`src/mce_pkg.sv`:
```
// ----------------------------------------------------------------------------
// mce_pkg
// Types, symbol codes and the Morse pattern table shared by the encoder.
// ----------------------------------------------------------------------------
package mce_pkg;

  localparam int unsigned MaxPat     = 8;
  localparam int unsigned PatLenW    = 4;
  localparam int unsigned SymW       = 2;
  localparam logic [7:0]  CaseOffset = 8'd32;
  localparam logic [7:0]  LowerA     = 8'h61;
  localparam logic [7:0]  LowerZ     = 8'h7a;

  typedef enum logic [SymW-1:0] {
    SymDot   = 2'd0,
    SymDash  = 2'd1,
    SymSlash = 2'd2,
    SymSep   = 2'd3
  } sym_e;

  // Pattern of one character: a word-slash flag, its length and a dash mask, bit 0 sent first.
  typedef struct packed {
    logic               slash;
    logic [PatLenW-1:0] len;
    logic [MaxPat-1:0]  dash;
  } pat_t;

  // One queued job for the back end: optional separator, then len symbols.
  typedef struct packed {
    logic                   sep;
    logic [PatLenW-1:0]     len;
    logic [MaxPat*SymW-1:0] syms;
  } cmd_t;

  function automatic pat_t mk(input logic [PatLenW-1:0] len, input logic [MaxPat-1:0] dash);
    pat_t p;
    p.slash = 1'b0;
    p.len   = len;
    p.dash  = dash;
    return p;
  endfunction

  function automatic pat_t pattern_of(input logic [7:0] ch);
    pat_t p;
    p = mk(4'd0, 8'b0);
    case (ch)
      8'h41: p = mk(4'd2, 8'b10);
      8'h42: p = mk(4'd4, 8'b0001);
      8'h43: p = mk(4'd4, 8'b0101);
      8'h44: p = mk(4'd3, 8'b001);
      8'h45: p = mk(4'd1, 8'b0);
      8'h46: p = mk(4'd4, 8'b0100);
      8'h47: p = mk(4'd3, 8'b011);
      8'h48: p = mk(4'd4, 8'b0000);
      8'h49: p = mk(4'd2, 8'b00);
      8'h4a: p = mk(4'd4, 8'b1110);
      8'h4b: p = mk(4'd3, 8'b101);
      8'h4c: p = mk(4'd4, 8'b0010);
      8'h4d: p = mk(4'd2, 8'b11);
      8'h4e: p = mk(4'd2, 8'b01);
      8'h4f: p = mk(4'd3, 8'b111);
      8'h50: p = mk(4'd4, 8'b0110);
      8'h51: p = mk(4'd4, 8'b1011);
      8'h52: p = mk(4'd3, 8'b010);
      8'h53: p = mk(4'd3, 8'b000);
      8'h54: p = mk(4'd1, 8'b1);
      8'h55: p = mk(4'd3, 8'b100);
      8'h56: p = mk(4'd4, 8'b1000);
      8'h57: p = mk(4'd3, 8'b110);
      8'h58: p = mk(4'd4, 8'b1001);
      8'h59: p = mk(4'd4, 8'b1101);
      8'h5a: p = mk(4'd4, 8'b0011);
      8'h30: p = mk(4'd5, 8'b11111);
      8'h31: p = mk(4'd5, 8'b11110);
      8'h32: p = mk(4'd5, 8'b11100);
      8'h33: p = mk(4'd5, 8'b11000);
      8'h34: p = mk(4'd5, 8'b10000);
      8'h35: p = mk(4'd5, 8'b00000);
      8'h36: p = mk(4'd5, 8'b00001);
      8'h37: p = mk(4'd5, 8'b00011);
      8'h38: p = mk(4'd5, 8'b00111);
      8'h39: p = mk(4'd5, 8'b01111);
      8'h2e: p = mk(4'd6, 8'b101010);
      8'h2c: p = mk(4'd6, 8'b110011);
      8'h3f: p = mk(4'd6, 8'b001100);
      8'h27: p = mk(4'd6, 8'b011110);
      8'h21: p = mk(4'd6, 8'b110101);
      8'h2f: p = mk(4'd5, 8'b01001);
      8'h28: p = mk(4'd5, 8'b01101);
      8'h29: p = mk(4'd6, 8'b101101);
      8'h26: p = mk(4'd5, 8'b00010);
      8'h3a: p = mk(4'd6, 8'b000111);
      8'h3b: p = mk(4'd6, 8'b010101);
      8'h3d: p = mk(4'd5, 8'b10001);
      8'h2b: p = mk(4'd5, 8'b01010);
      8'h2d: p = mk(4'd6, 8'b100001);
      8'h5f: p = mk(4'd6, 8'b101100);
      8'h22: p = mk(4'd6, 8'b010010);
      8'h24: p = mk(4'd7, 8'b1001000);
      8'h40: p = mk(4'd6, 8'b010110);
      8'h23: p = mk(4'd8, 8'b00000000);
      8'h20: begin
        p       = mk(4'd1, 8'b0);
        p.slash = 1'b1;
      end
      default: p = mk(4'd0, 8'b0);
    endcase
    return p;
  endfunction

endpackage

```
`src/morse_char_encoder_top.sv`:
```
// ----------------------------------------------------------------------------
// morse_char_encoder_top
// International Morse code encoder, one ASCII character in, symbol beats out.
// ----------------------------------------------------------------------------
// Each accepted character becomes a run of symbol beats: a separator first
// (except for the first character since reset), then the dots and dashes of
// its pattern, or a word slash for a space; the final beat of a character
// carries last. The output side sends one beat per cycle while out_ready_i is
// high, and a character has from 1 up to 9 beats, the most for '#'; that
// serializer sets the sustained rate. The input side takes a character in any
// cycle in which the job queue of QueueDepth entries has room, so characters
// can be accepted while earlier ones are still being sent. An unknown first
// character is accepted and produces no beats.
module morse_char_encoder_top #(
  parameter int unsigned QueueDepth = 2
) (
  input  logic       clk_i,
  input  logic       rst_ni,
  input  logic       in_valid_i,
  output logic       in_ready_o,
  input  logic [7:0] char_code_i,
  output logic       out_valid_o,
  input  logic       out_ready_i,
  output logic [1:0] symbol_o,
  output logic       last_o
);

  logic          push, full, pop, q_valid;
  mce_pkg::cmd_t cmd_in, cmd_out;

  mce_front u_front (
    .clk_i       (clk_i),
    .rst_ni      (rst_ni),
    .in_valid_i  (in_valid_i),
    .in_ready_o  (in_ready_o),
    .char_code_i (char_code_i),
    .push_o      (push),
    .cmd_o       (cmd_in),
    .full_i      (full)
  );

  mce_fifo #(
    .Depth (QueueDepth)
  ) u_fifo (
    .clk_i   (clk_i),
    .rst_ni  (rst_ni),
    .push_i  (push),
    .cmd_i   (cmd_in),
    .full_o  (full),
    .pop_i   (pop),
    .valid_o (q_valid),
    .cmd_o   (cmd_out)
  );

  mce_back u_back (
    .clk_i       (clk_i),
    .rst_ni      (rst_ni),
    .q_valid_i   (q_valid),
    .cmd_i       (cmd_out),
    .pop_o       (pop),
    .out_valid_o (out_valid_o),
    .out_ready_i (out_ready_i),
    .symbol_o    (symbol_o),
    .last_o      (last_o)
  );

endmodule

```
`src/mce_front.sv`:
```
// ----------------------------------------------------------------------------
// mce_front
// Accepts characters, folds case, looks up the pattern and queues a job.
// ----------------------------------------------------------------------------
module mce_front (
  input  logic          clk_i,
  input  logic          rst_ni,
  input  logic          in_valid_i,
  output logic          in_ready_o,
  input  logic [7:0]    char_code_i,
  output logic          push_o,
  output mce_pkg::cmd_t cmd_o,
  input  logic          full_i
);

  logic          at_start_q, at_start_d;
  logic          accept;
  logic [7:0]    ch;
  mce_pkg::pat_t pat;

  assign in_ready_o = !full_i;
  assign accept     = in_valid_i && !full_i;

  always_comb begin
    ch = char_code_i;
    if (char_code_i >= mce_pkg::LowerA && char_code_i <= mce_pkg::LowerZ) begin
      ch = char_code_i - mce_pkg::CaseOffset;
    end
    pat = mce_pkg::pattern_of(ch);
  end

  always_comb begin
    cmd_o.sep = !at_start_q;
    cmd_o.len = pat.len;
    for (int i = 0; i < mce_pkg::MaxPat; i++) begin
      if (pat.slash) begin
        cmd_o.syms[i*mce_pkg::SymW +: mce_pkg::SymW] = mce_pkg::SymSlash;
      end else if (pat.dash[i]) begin
        cmd_o.syms[i*mce_pkg::SymW +: mce_pkg::SymW] = mce_pkg::SymDash;
      end else begin
        cmd_o.syms[i*mce_pkg::SymW +: mce_pkg::SymW] = mce_pkg::SymDot;
      end
    end
  end

  // An unknown first character produces no symbols, so nothing is queued.
  assign push_o = accept && (pat.len != '0 || !at_start_q);

  always_comb begin
    at_start_d = at_start_q;
    if (accept) begin
      at_start_d = 1'b0;
    end
  end

  always_ff @(posedge clk_i or negedge rst_ni) begin
    if (!rst_ni) begin
      at_start_q <= 1'b1;
    end else begin
      at_start_q <= at_start_d;
    end
  end

endmodule

```
`src/mce_fifo.sv`:
```
// ----------------------------------------------------------------------------
// mce_fifo
// Short job queue between the front and back ends.
// ----------------------------------------------------------------------------
module mce_fifo #(
  parameter int unsigned Depth = 2
) (
  input  logic          clk_i,
  input  logic          rst_ni,
  input  logic          push_i,
  input  mce_pkg::cmd_t cmd_i,
  output logic          full_o,
  input  logic          pop_i,
  output logic          valid_o,
  output mce_pkg::cmd_t cmd_o
);

  localparam int unsigned IdxW = (Depth > 1) ? $clog2(Depth) : 1;
  localparam int unsigned CntW = $clog2(Depth + 1);
  localparam logic [IdxW-1:0] LastIdx = IdxW'(Depth - 1);
  localparam logic [CntW-1:0] Full    = CntW'(Depth);

  mce_pkg::cmd_t   mem_q [Depth];
  logic [IdxW-1:0] wr_q, wr_d, rd_q, rd_d;
  logic [CntW-1:0] cnt_q, cnt_d;
  logic            do_push, do_pop;

  assign full_o  = (cnt_q == Full);
  assign valid_o = (cnt_q != '0);
  assign cmd_o   = mem_q[rd_q];
  assign do_push = push_i && !full_o;
  assign do_pop  = pop_i && valid_o;

  always_comb begin
    wr_d  = wr_q;
    rd_d  = rd_q;
    cnt_d = cnt_q;
    if (do_push) begin
      wr_d = (wr_q == LastIdx) ? '0 : wr_q + 1'b1;
    end
    if (do_pop) begin
      rd_d = (rd_q == LastIdx) ? '0 : rd_q + 1'b1;
    end
    if (do_push && !do_pop) begin
      cnt_d = cnt_q + 1'b1;
    end else if (do_pop && !do_push) begin
      cnt_d = cnt_q - 1'b1;
    end
  end

  always_ff @(posedge clk_i) begin
    if (do_push) begin
      mem_q[wr_q] <= cmd_i;
    end
  end

  always_ff @(posedge clk_i or negedge rst_ni) begin
    if (!rst_ni) begin
      wr_q  <= '0;
      rd_q  <= '0;
      cnt_q <= '0;
    end else begin
      wr_q  <= wr_d;
      rd_q  <= rd_d;
      cnt_q <= cnt_d;
    end
  end

endmodule

```
`src/mce_back.sv`:
```
// ----------------------------------------------------------------------------
// mce_back
// Serializes one queued job into symbol beats, one beat per cycle while out_ready_i is high.
// ----------------------------------------------------------------------------
module mce_back (
  input  logic          clk_i,
  input  logic          rst_ni,
  input  logic          q_valid_i,
  input  mce_pkg::cmd_t cmd_i,
  output logic          pop_o,
  output logic          out_valid_o,
  input  logic          out_ready_i,
  output logic [1:0]    symbol_o,
  output logic          last_o
);

  logic                                     busy_q, busy_d;
  logic                                     sep_q, sep_d;
  logic [mce_pkg::PatLenW-1:0]              cnt_q, cnt_d;
  logic [mce_pkg::MaxPat*mce_pkg::SymW-1:0] syms_q, syms_d;
  logic                                     take, last_sym;

  assign last_sym    = sep_q ? (cnt_q == '0) : (cnt_q == mce_pkg::PatLenW'(1));
  assign take        = busy_q && out_ready_i;
  // The next job loads in the cycle the final beat leaves, so jobs run gap-free.
  assign pop_o       = q_valid_i && (!busy_q || (take && last_sym));
  assign out_valid_o = busy_q;
  assign symbol_o    = sep_q ? mce_pkg::SymSep : syms_q[mce_pkg::SymW-1:0];
  assign last_o      = last_sym;

  always_comb begin
    busy_d = busy_q;
    sep_d  = sep_q;
    cnt_d  = cnt_q;
    syms_d = syms_q;
    if (take) begin
      if (sep_q) begin
        sep_d = 1'b0;
      end else begin
        syms_d = syms_q >> mce_pkg::SymW;
        cnt_d  = cnt_q - 1'b1;
      end
      if (last_sym) begin
        busy_d = 1'b0;
      end
    end
    if (pop_o) begin
      busy_d = 1'b1;
      sep_d  = cmd_i.sep;
      cnt_d  = cmd_i.len;
      syms_d = cmd_i.syms;
    end
  end

  always_ff @(posedge clk_i) begin
    cnt_q  <= cnt_d;
    syms_q <= syms_d;
  end

  always_ff @(posedge clk_i or negedge rst_ni) begin
    if (!rst_ni) begin
      busy_q <= 1'b0;
      sep_q  <= 1'b0;
    end else begin
      busy_q <= busy_d;
      sep_q  <= sep_d;
    end
  end

endmodule

```
`config.mk`:
```
export PLATFORM = sky130hd
export DESIGN_NAME = morse_char_encoder_top
export DESIGN_NICKNAME = d
export VERILOG_FILES = /design/src/mce_pkg.sv /design/src/morse_char_encoder_top.sv /design/src/mce_front.sv /design/src/mce_fifo.sv /design/src/mce_back.sv
export SDC_FILE = /design/constraint.sdc
export NUM_CORES = 1
export LEC_CHECK = 0
export BUFFER_PORTS_ARGS = -buffer_cell sky130_fd_sc_hd__buf_2
export CAP_MARGIN = 10
export CORE_MARGIN = 4
export CORE_UTILIZATION = 45
export CTS_BUF_LIST = sky130_fd_sc_hd__clkbuf_16
export CTS_CLUSTER_DIAMETER = 50
export CTS_CLUSTER_SIZE = 25
export DETAILED_ROUTE_END_ITERATION = 6
export PLACE_DENSITY = 0.62
export SLEW_MARGIN = 20
export SYNTH_ARGS = -nofsm -noshare
export SYNTH_HDL_FRONTEND = slang
export SYNTH_SLANG_ARGS = --single-unit
export TNS_END_PERCENT = 5
```
`constraint.sdc`:
```
create_clock -name clk_i -period 5.75 [get_ports clk_i]
set_clock_uncertainty 0.2 [all_clocks]
set_input_delay 1.15 -clock clk_i [delete_from_list [all_inputs] [get_ports clk_i]]
set_output_delay 1.15 -clock clk_i [all_outputs]
set_load 0.05 [all_outputs]
```
==> results.toml, run 1 <==
[timing]
slew_headroom_pct = 31.2
min_period_over_period_pct = 76.1
final_hold_viol_count = 0
maxSlewViolCount = 0
layout_min_cycle_time_ps = 4370
fin_setup_tns_ps = 0
clock.fmax_mhz = 229
finalSetupViolations = 0
tightest_slew_ps = 1030
rsz0062_at_grt = "false"

[detailed_routing]
routed_via_density = 5.71
wl_um = 6590
firstDrtPassIters = 4
drc = 0
drt_iter0_drc = 169
vias = 2336
ant_nets = 0
post_drt_wl_per_cell_um = 16.1

[cts]
cts-root-buf = "clkbuf_16"
clockBufferDepth = 2
clkSinkCount = 52
cts_tree = "done"
cts.repair.resized = 0
ctsHoldBuffers = 0
cts_post_setup_buffers_inserted = 0
h-tree-depth = 2
clk_latency_ps = 280
cts.clk_slew.worst_paths_ps = 60
cts_buffers = 5

[finish]
n_antenna_cell = 0
final_cell_mix = "edfxtp_1 (45), nor2_1 (34), a21oi_1 (33)"
final_common_cell = "edfxtp_1"
area_growth_pct = 8.69
layoutNonFillerInstCount = 409
fillers = 641
nets = 336
drive_gt1_share_pct = 13.7

[place]
port-buffer-count = 16
dp.cells = 401
hpwlAfterDp_um = 4630
gp_congestion = 0.910

[floorplanning]
start_util_pct = 47.0
dieArea_um2 = 8590
fp.dieH_um = 92.7
die_w_um = 92.7
pin_count = 17
coreArea_um2 = 6870
core.rowCount = 30

[yosys]
synthArstFlopShare_pct = 13.5
synth_ff_type = "edfxtp_1"
netlist_area_um2 = 3230
synth.avg_cell_area_um2 = 10.5
ys_types = 54
ys_seq_elements = 52
synth_edf_count = 45
ys_seq_area_share_pct = 47.4
syn_nets = 332
netlist_instances = 308
yosys_warnings = 0

[grt]
grt_overflow = 0
grt_pass1_wl_um = 10900
grt_max_degree = 39
grt_use_total_pct = 16.1
grt_pass1_vias = 2179
antenna_found_initial = 0

[worst_hold_path]
holdPathStages = 1
hold-path-endpoint = "u_fifo.cnt_q[1]"
hp-class = "reg -> reg"
hold_path_startpoint = "u_fifo.cnt_q[1]"

[critical_path]
crit_path_end_kind = "flip-flop"
rr_worst_depth = 10
path_buf_inv = 2
rr_startpoint = "u_back.cnt_q[0]"
crit_arrival_ps = 4080
timing.rr.end = "u_back.syms_q[8]"
crit_path_cell_trace = "buf_2 -> inv_1 -> a21oi_1 -> or4_1 -> a21oi_2 -> a311oi_2 -> nor3b_2"
path_class = "in -> reg"
r2r_setup_slack_ps = 3030
crit_fanout = 38
cp.depth = 7
path_delay_family = "simple AND/OR/NAND/NOR gates"
crit_path_top_delay_cell = "nor3b_2"
crit_required_ps = 5450
start_kind = "primary input"
slowest_delay_ps = 880

[pwr]
power_frac_seq_pct = 46.5
power.density_nw_per_um2 = 384
p_total_mw = 1.35
p_clk_share_pct = 24.1
ir_worst_vdd_mv = 0.128
combPwrFrac_pct = 29.5
intPower_mw = 0.915
sw_frac_of_total_pct = 32.0
leakage_nw = 1.32
p_sw_mw = 0.431

[status]
status = "finished, final reports clean"

[job]
max_cap_viol_count = 0
[final cells by class]
| class | instances | area, um^2 | area share [%] |
|---|---|---|---|
| clock buffer | 5 | 125 | 3.57 |
| clock inverter | 3 | 37.5 | 1.07 |
| inverter | 13 | 48.8 | 1.39 |
| multi-input combinational | 221 | 1540 | 44.0 |
| sequential | 52 | 1530 | 43.6 |
| tap | 96 | 120 | 3.43 |
| timing repair buffer | 19 | 103 | 2.93 |
[logic make-up (layout without fill, tap and decap cells)]
kind of cell	after synthesis	in the layout	share of synthesized area, %
and+or+nand+nor	94	94	14.2
muxes	23	23	9.46
AOI/OAI and AO/OA	85	85	17.5
xor gates and xnor gates	7	7	1.90
adders and majority gates	12	12	4.65
buffers and inverters	35	40	4.93
DFF	52	52	47.4
[layer usage]
layer,track usage [%],routed length [um]
met5,0,0
met2,26.4,3220
met3,2.60,250
met4,7.33,142
met1,21.0,2980
[how the worst max path moves through the flow]
stage	start	end	slack, ps
6_report	char_code_i[2]	u_fifo.mem_q[1][10]	1380
5_1_grt	char_code_i[2]	u_fifo.mem_q[1][10]	1040
4_1_cts	char_code_i[2]	u_fifo.mem_q[1][18]	1400
3_5_place_dp	char_code_i[2]	u_fifo.mem_q[1][6]	1100
3_3_place_gp	char_code_i[2]	u_fifo.mem_q[1][2]	1210
2_1_floorplan	char_code_i[1]	u_fifo.mem_q[1][0]	1320
[state kept, by name, indices dropped and copies added, names as in the netlist]
name and count:
u_fifo.mem_q 26, u_back.syms_q 15, u_back.cnt_q 4, u_fifo.cnt_q 2
u_back.out_valid_o 1, u_back.sep_q 1, u_fifo.rd_q 1, u_fifo.wr_q 1
u_front.at_start_q 1
[cell usage after synthesis, types with 2 or more instances]
library cell	number	share of area, %
buf_2	4	0.62
nand3_1	3	0.47
o22ai_1	2	0.39
or2_2	4	0.78
edfxtp_1	45	42
mux2i_1	17	5.3
inv_1	13	1.5
buf_6	2	0.70
mux4_2	6	4.2
dfrtp_1	6	4.7
ha_1	12	4.7
o211ai_1	2	0.47
nand2_1	19	2.2
a311oi_1	3	0.81
nor3b_1	4	0.93
a211oi_1	5	1.2
o21bai_1	2	0.47
buf_1	3	0.35
nor3_1	8	1.2
nor4_1	2	0.39
a221o_1	2	0.62
buf_4	2	0.47
nor2_1	34	4.0
clkbuf_1	11	1.3
o21a_1	8	1.9
or4_1	2	0.47
xor2_1	6	1.6
o21ai_0	8	1.2
a21oi_2	2	0.54
a31oi_1	2	0.39
o31ai_1	2	0.47
nor2b_1	3	0.58
nand2b_1	9	1.7
a21oi_1	33	5.1
a21o_1	3	0.70
[per-stage QoR]
stage | setup slack, ps | utilization [%] | hold slack [ps] | cell area (um^2)
2_1_floorplan | 1320 | - | 276 | 3230
3_3_place_gp | 1210 | 48.7 | 315 | 3340
3_5_place_dp | 1100 | 48.7 | 318 | 3340
4_1_cts | 1400 | 51.0 | 328 | 3510
5_1_grt | 1040 | 51.0 | 352 | 3510
6_report | 1380 | 51.0 | 328 | 3510
[worst register-to-register path, stage by stage, from the launching register on]
cell and delay, ps:
edfxtp_1 430, inv_1 110, ha_1 150, mux2i_1 60, nor3_1 230, nand2_1 130, a21oi_2 140, buf_4 300
inv_1 190, a21oi_1 180, buf_4 280
[power groups by stage]
stage | combinational, mW | clock (mW) | sequential [mW]
final | 0.397 | 0.324 | 0.626
after global routing | 0.438 | 0.350 | 0.638
after CTS | 0.401 | 0.331 | 0.627
after detailed placement | 0.399 | 0 | 0.634
after global placement | 0.393 | 0 | 0.629
after floorplan | 0.338 | 0 | 0.596
Note: power is estimated with default switching activity, not from simulation.
==> run 2: changes to the inputs <==
ABC_AREA = 1   (was not set)
PLACE_DENSITY = 0.64   (was 0.62)
clock period = 3.7 ns   (was 5.75 ns; I/O delays follow)
==> results.toml, run 2 <==
[status]
status = "complete, but fails checks"
violations = "design-rule violations"

[finish]
largest_reg_flops = 26
drive_gt1_share_pct = 14.6
nets = 434
area_growth_pct = 10.3
final_cell_mix = "nand2_1 (107), edfxtp_1 (45), nor2_1 (43)"
top_register = "u_fifo.mem_q"
reg_top3 = "u_fifo.mem_q (26), u_back.syms_q (15), u_back.cnt_q (4)"
final_common_cell = "nand2_1"
layoutNonFillerInstCount = 507
seq_area_um2 = 1530
fillers = 668
n_antenna_cell = 0
multi_input_area_um2 = 1470

[cts]
ctsHoldBuffers = 0
cts_post_setup_buffers_inserted = 0
clk_latency_ps = 290
h-tree-depth = 2
clkSinkCount = 52
cts.repair.resized = 0
clockBufferDepth = 2
cts_buffers = 5
cts_tree = "done"
cts.clk_slew.worst_paths_ps = 70
cts-root-buf = "clkbuf_16"

[grt]
grt_overflow = 0
grt_max_degree = 22
antenna_found_initial = 0
grt_use_total_pct = 17.2
grt_pass1_wl_um = 11800
grt_pass1_vias = 2500

[yosys]
netlist_instances = 393
synthArstFlopShare_pct = 13.5
yosys_warnings = 0
synth_most_common_cell = "nand2_1"
synth_commonest_cells = "nand2_1 (107), edfxtp_1 (45), nor2_1 (43)"
synth.avg_cell_area_um2 = 8.25
ys_seq_elements = 52
ys_seq_area_share_pct = 47.1
ys_types = 40
synth_edf_count = 45
synth_top_area_share_pct = 41.7
synth_ff_type = "edfxtp_1"
synth_area_leaders = "edfxtp_1 (42%), nand2_1 (12%), nor2_1 (5.0%), inv_1 (4.9%), dfrtp_1 (4.6%)"
syn_nets = 417
netlist_area_um2 = 3240
yosysTopAreaCell = "edfxtp_1"

[critical_path]
rr_worst_depth = 9
critPathLaunch = "char_code_i[0]"
path_delay_family = "simple AND/OR/NAND/NOR gates"
crit_fanout = 12
crit_arrival_ps = 3180
timing.rr.end = "u_back.syms_q[7]"
crit_path_cell_trace = "buf_2 -> inv_1 -> ha_1 -> nand3_2 -> nand2_4 -> nand3_4 -> nand2_4 -> inv_2 -> nand2_2 -> nor2_1 -> nor2_2 -> nand2_2 -> o21ai_2 -> inv_1 -> ha_1 -> a21oi_1 -> o21ai_0 -> xnor2_1"
r2r_setup_slack_ps = 1230
slowest_delay_ps = 320
start_kind = "primary input"
path_class = "in -> reg"
crit_required_ps = 3670
crit_path_end_kind = "flip-flop"
crit_path_top_delay_cell = "ha_1"
rr_startpoint = "u_back.cnt_q[1]"
path_buf_inv = 4

[timing]
tightest_slew_ps = 570
slew_headroom_pct = 62.0
maxSlewViolCount = 0
clock.fmax_mhz = 312
final_hold_viol_count = 0
fin_setup_tns_ps = 0
rsz0062_at_grt = "false"
layout_min_cycle_time_ps = 3210
min_period_over_period_pct = 86.7
finalSetupViolations = 0
fin_ws_ps = 493

[detailed_routing]
vias = 2661
post_drt_wl_per_cell_um = 14.0
ant_nets = 0
drc = 2
drt_iter0_drc = 215
routed_via_density = 5.25
firstDrtPassIters = 7
wl_um = 7090

[place]
port-buffer-count = 16
gp_congestion = 1.00
dp_slack_ps = 192
hpwlAfterDp_um = 5420
dp.cells = 499

[floorplanning]
die_w_um = 92.9
dieArea_um2 = 8630
start_util_pct = 47.0
pin_count = 17
coreArea_um2 = 6910
core.rowCount = 30
fp.dieH_um = 92.9

[pwr]
leakage_nw = 1.62
ir_worst_vdd_mv = 0.342
power.density_nw_per_um2 = 594

[worst_hold_path]
hp-class = "in -> async"

[job]
max_cap_viol_count = 0
==> run 2: cell types whose count changed after synthesis, moves of 7 or more <==
cell | before | now
a31oi_1 | 2 | 12
nor2_1 | 34 | 43
mux2i_1 | 17 | 0
o21a_1 | 8 | 1
nand3_1 | 3 | 22
nand2_1 | 19 | 107
nand2b_1 | 9 | 0
inv_1 | 13 | 42
o21ai_0 | 8 | 16
a21oi_1 | 33 | 15
==> run 2: how the worst max path moves through the flow <==
stage	endpoint	slack, ps	cells past startpoint
5_1_grt	u_fifo.cnt_q[1]	240	18
4_1_cts	u_fifo.cnt_q[1]	480	18
6_report	u_fifo.cnt_q[1]	490	18
2_1_floorplan	u_back.cnt_q[0]	280	5
3_3_place_gp	u_fifo.cnt_q[1]	310	18
3_5_place_dp	u_fifo.cnt_q[1]	190	18
==> run 2: layout make-up <==
| class | instances | area share (%) |
|---|---|---|
| clock buffers | 5 | 3.50 |
| clock inverters | 3 | 0.595 |
| inverters | 46 | 4.83 |
| multi-input cells | 281 | 41.1 |
| flip-flops and latches | 52 | 42.7 |
| well taps | 96 | 3.36 |
| repair buffers | 24 | 3.92 |
==> run 2: logic make-up (layout without fill, tap and decap cells) <==
| kind of cell | after synthesis | in the layout | synth area share [%] |
|---|---|---|---|
| AND/OR/NAND/NOR | 207 | 207 | 28.9 |
| buffers and inverters | 60 | 78 | 7.60 |
| AO/OA/AOI/OAI | 57 | 57 | 10.4 |
| flip-flops | 52 | 52 | 47.1 |
| adder cells (fa/ha/maj) | 12 | 12 | 4.63 |
| XOR/XNOR | 5 | 5 | 1.35 |
==> run 2: power breakdown <==
group	switching, mW	leakage (nW)	internal [mW]
logic	0.470	1.03	0.230
registers	0.0921	0.511	0.881
clock network	0.198	0.0702	0.252
total	0.761	1.62	1.36
==> run 2: metrics by stage <==
step                util, %  cell area (um^2)  power [mW]  hold WS (ps)
finish                 51.8              3580        2.12          85.3
global route           51.8              3580        2.26          89.9
CTS                    51.8              3580        2.14          87.1
detailed placement     49.7              3430        1.69           261
global placement       49.7              3430        1.67           260
floorplan                 -              3240        1.50           242
==> run 2: worst reg2reg max path, stage by stage, from the launching register on <==
cell	delay, ps
edfxtp_1	380
inv_1	110
ha_1	150
or2_2	100
o211ai_1	110
o21ai_0	240
nand2_1	120
inv_1	440
nand2_1	350
nand2_1	140
==> run 2: layer usage <==
metal	wire length (um)	GRT usage (%)	share of wire, %	vias up
li1	-	-	-	1345
met1	3140	23.3	44	1188
met2	3250	27.4	46	106
met3	479	2.44	6.8	22
met4	223	7.33	3.1	0
met5	0	0	0	-
==> run 3: changes to the inputs <==
ABC_AREA = not set   (was 1)
CORE_MARGIN = not set   (was 4)
==> results.toml, run 3 (synthesis gave the netlist of run 1 again) <==
[status]
status = "finished, final reports clean"

[detailed_routing]
routed_via_density = 5.32
vias = 2378
ant_nets = 0
post_drt_wl_per_cell_um = 14.2
drt_iter0_drc = 109
drc = 0
firstDrtPassIters = 4
wl_um = 6360

[finish]
reg_top3 = "u_fifo.mem_q (26), u_back.syms_q (15), u_back.cnt_q (4)"
seq_area_um2 = 1530
final_cell_mix = "edfxtp_1 (45), buf_4 (41), nor2_1 (34)"
nets = 374
drive_gt1_share_pct = 23.6
layoutNonFillerInstCount = 447
area_growth_pct = 17.8
n_antenna_cell = 0
final_common_cell = "edfxtp_1"
multi_input_area_um2 = 1550
fin_util_pct = 55.3
fillers = 608
top_register = "u_fifo.mem_q"
largest_reg_flops = 26

[floorplanning]
fp.dieH_um = 86.7
dieArea_um2 = 7510
pin_count = 17
coreArea_um2 = 6870
die_w_um = 86.7
start_util_pct = 47.0
core.rowCount = 30

[critical_path]
rr_startpoint = "u_front.at_start_q"
crit_arrival_ps = 3540
r2r_setup_slack_ps = 1020
start_kind = "primary input"
crit_path_cell_trace = "buf_2 -> inv_1 -> ha_1 -> a21oi_1 -> mux4_2 -> or3_4 -> a311oi_2 -> buf_4 -> nor2_1 -> ha_1 -> nor2_1 -> xor2_1"
timing.rr.end = "u_fifo.cnt_q[1]"
rr_worst_depth = 8
crit_fanout = 6
path_class = "in -> reg"
critPathLaunch = "char_code_i[1]"
slowest_delay_ps = 470
crit_required_ps = 3700
crit_path_top_delay_cell = "mux4_2"
crit_path_end_kind = "flip-flop"

[cts]
clockBufferDepth = 2
cts.repair.resized = 0
clkSinkCount = 52
cts_post_setup_buffers_inserted = 0
ctsHoldBuffers = 0
cts_buffers = 5
h-tree-depth = 2
cts_tree = "done"
cts-root-buf = "clkbuf_16"
cts.clk_slew.worst_paths_ps = 60
clk_latency_ps = 280

[grt]
met2_usage_pct = 33.6
use_met1_pct = 22.7
antenna_found_initial = 0
grt_pass1_vias = 2361
use_met3_pct = 2.67
grt_use_total_pct = 18.9
top_usage_layer = "met2"
grt_pass1_wl_um = 11000
grt_overflow = 0
grt_max_degree = 28

[timing]
clock.fmax_mhz = 283
final_hold_viol_count = 0
finalSetupViolations = 0
maxSlewViolCount = 0
fin_setup_tns_ps = 0
layout_min_cycle_time_ps = 3540
tightest_slew_ps = 968
rsz0062_at_grt = "true"
min_period_over_period_pct = 95.6
slew_headroom_pct = 35.2

[place]
port-buffer-count = 16
hpwlAfterDp_um = 4860
dp.cells = 439
gp_congestion = 0.909

[pwr]
leakage_nw = 1.51
ir_worst_vdd_mv = 0.199
power.density_nw_per_um2 = 553

[worst_hold_path]
hp-class = "in -> async"

[job]
max_cap_viol_count = 0
==> run 3: worst max-delay path: cells and delay by family <==
kind | cells | cell delay, ps
AO/OA/AOI/OAI | 2 | 510
AND/OR/NAND/NOR | 3 | 530
XOR/XNOR | 1 | 150
multiplexers | 1 | 470
adder cells (fa/ha/maj) | 2 | 730
buffers and inverters | 3 | 400
==> run 3: cell type report <==
class,instances,area share [%]
repair buffers,57,10.2
inverters,13,1.28
clock buffers,5,3.29
clock inverters,3,0.987
well taps,96,3.16
multi-input cells,221,40.9
flip-flops and latches,52,40.2
==> run 3: through the flow <==
step                      worst slack (ps)  power, mW  hold WS, ps  cell area [um^2]
final                                  162       2.10         84.1              3800
after global routing                 -47.8       2.24         82.6              3800
after CTS                              180       2.12         79.5              3800
after detailed placement              -103       1.63          324              3630
after global placement               -26.7       1.62          313              3630
after floorplan                       -321       1.46          244              3230
==> run 3: how the worst max path moves through the flow <==
stage,endpoint,cells after the start
final,u_fifo.cnt_q[1],12
after global routing,u_fifo.cnt_q[1],13
after global placement,u_fifo.cnt_q[1],12
after floorplan,u_fifo.mem_q[1][0],9
after CTS,u_fifo.mem_q[0][12],10
after detailed placement,u_fifo.mem_q[0][4],10
==> run 3: routing by layer <==
layer  vias to the layer above  share of wire (%)
li1                       1219                  -
met1                      1101                 45
met2                        46                 50
met3                        12                2.7
met4                         0                3.0
met5                         -                  0
==> run 3: power breakdown <==
part | total, mW | internal [mW] | switching (mW) | leakage [nW]
Sequential | 0.966 | 0.857 | 0.109 | 0.509
Clock | 0.489 | 0.314 | 0.175 | 0.0789
Combinational | 0.646 | 0.278 | 0.368 | 0.918
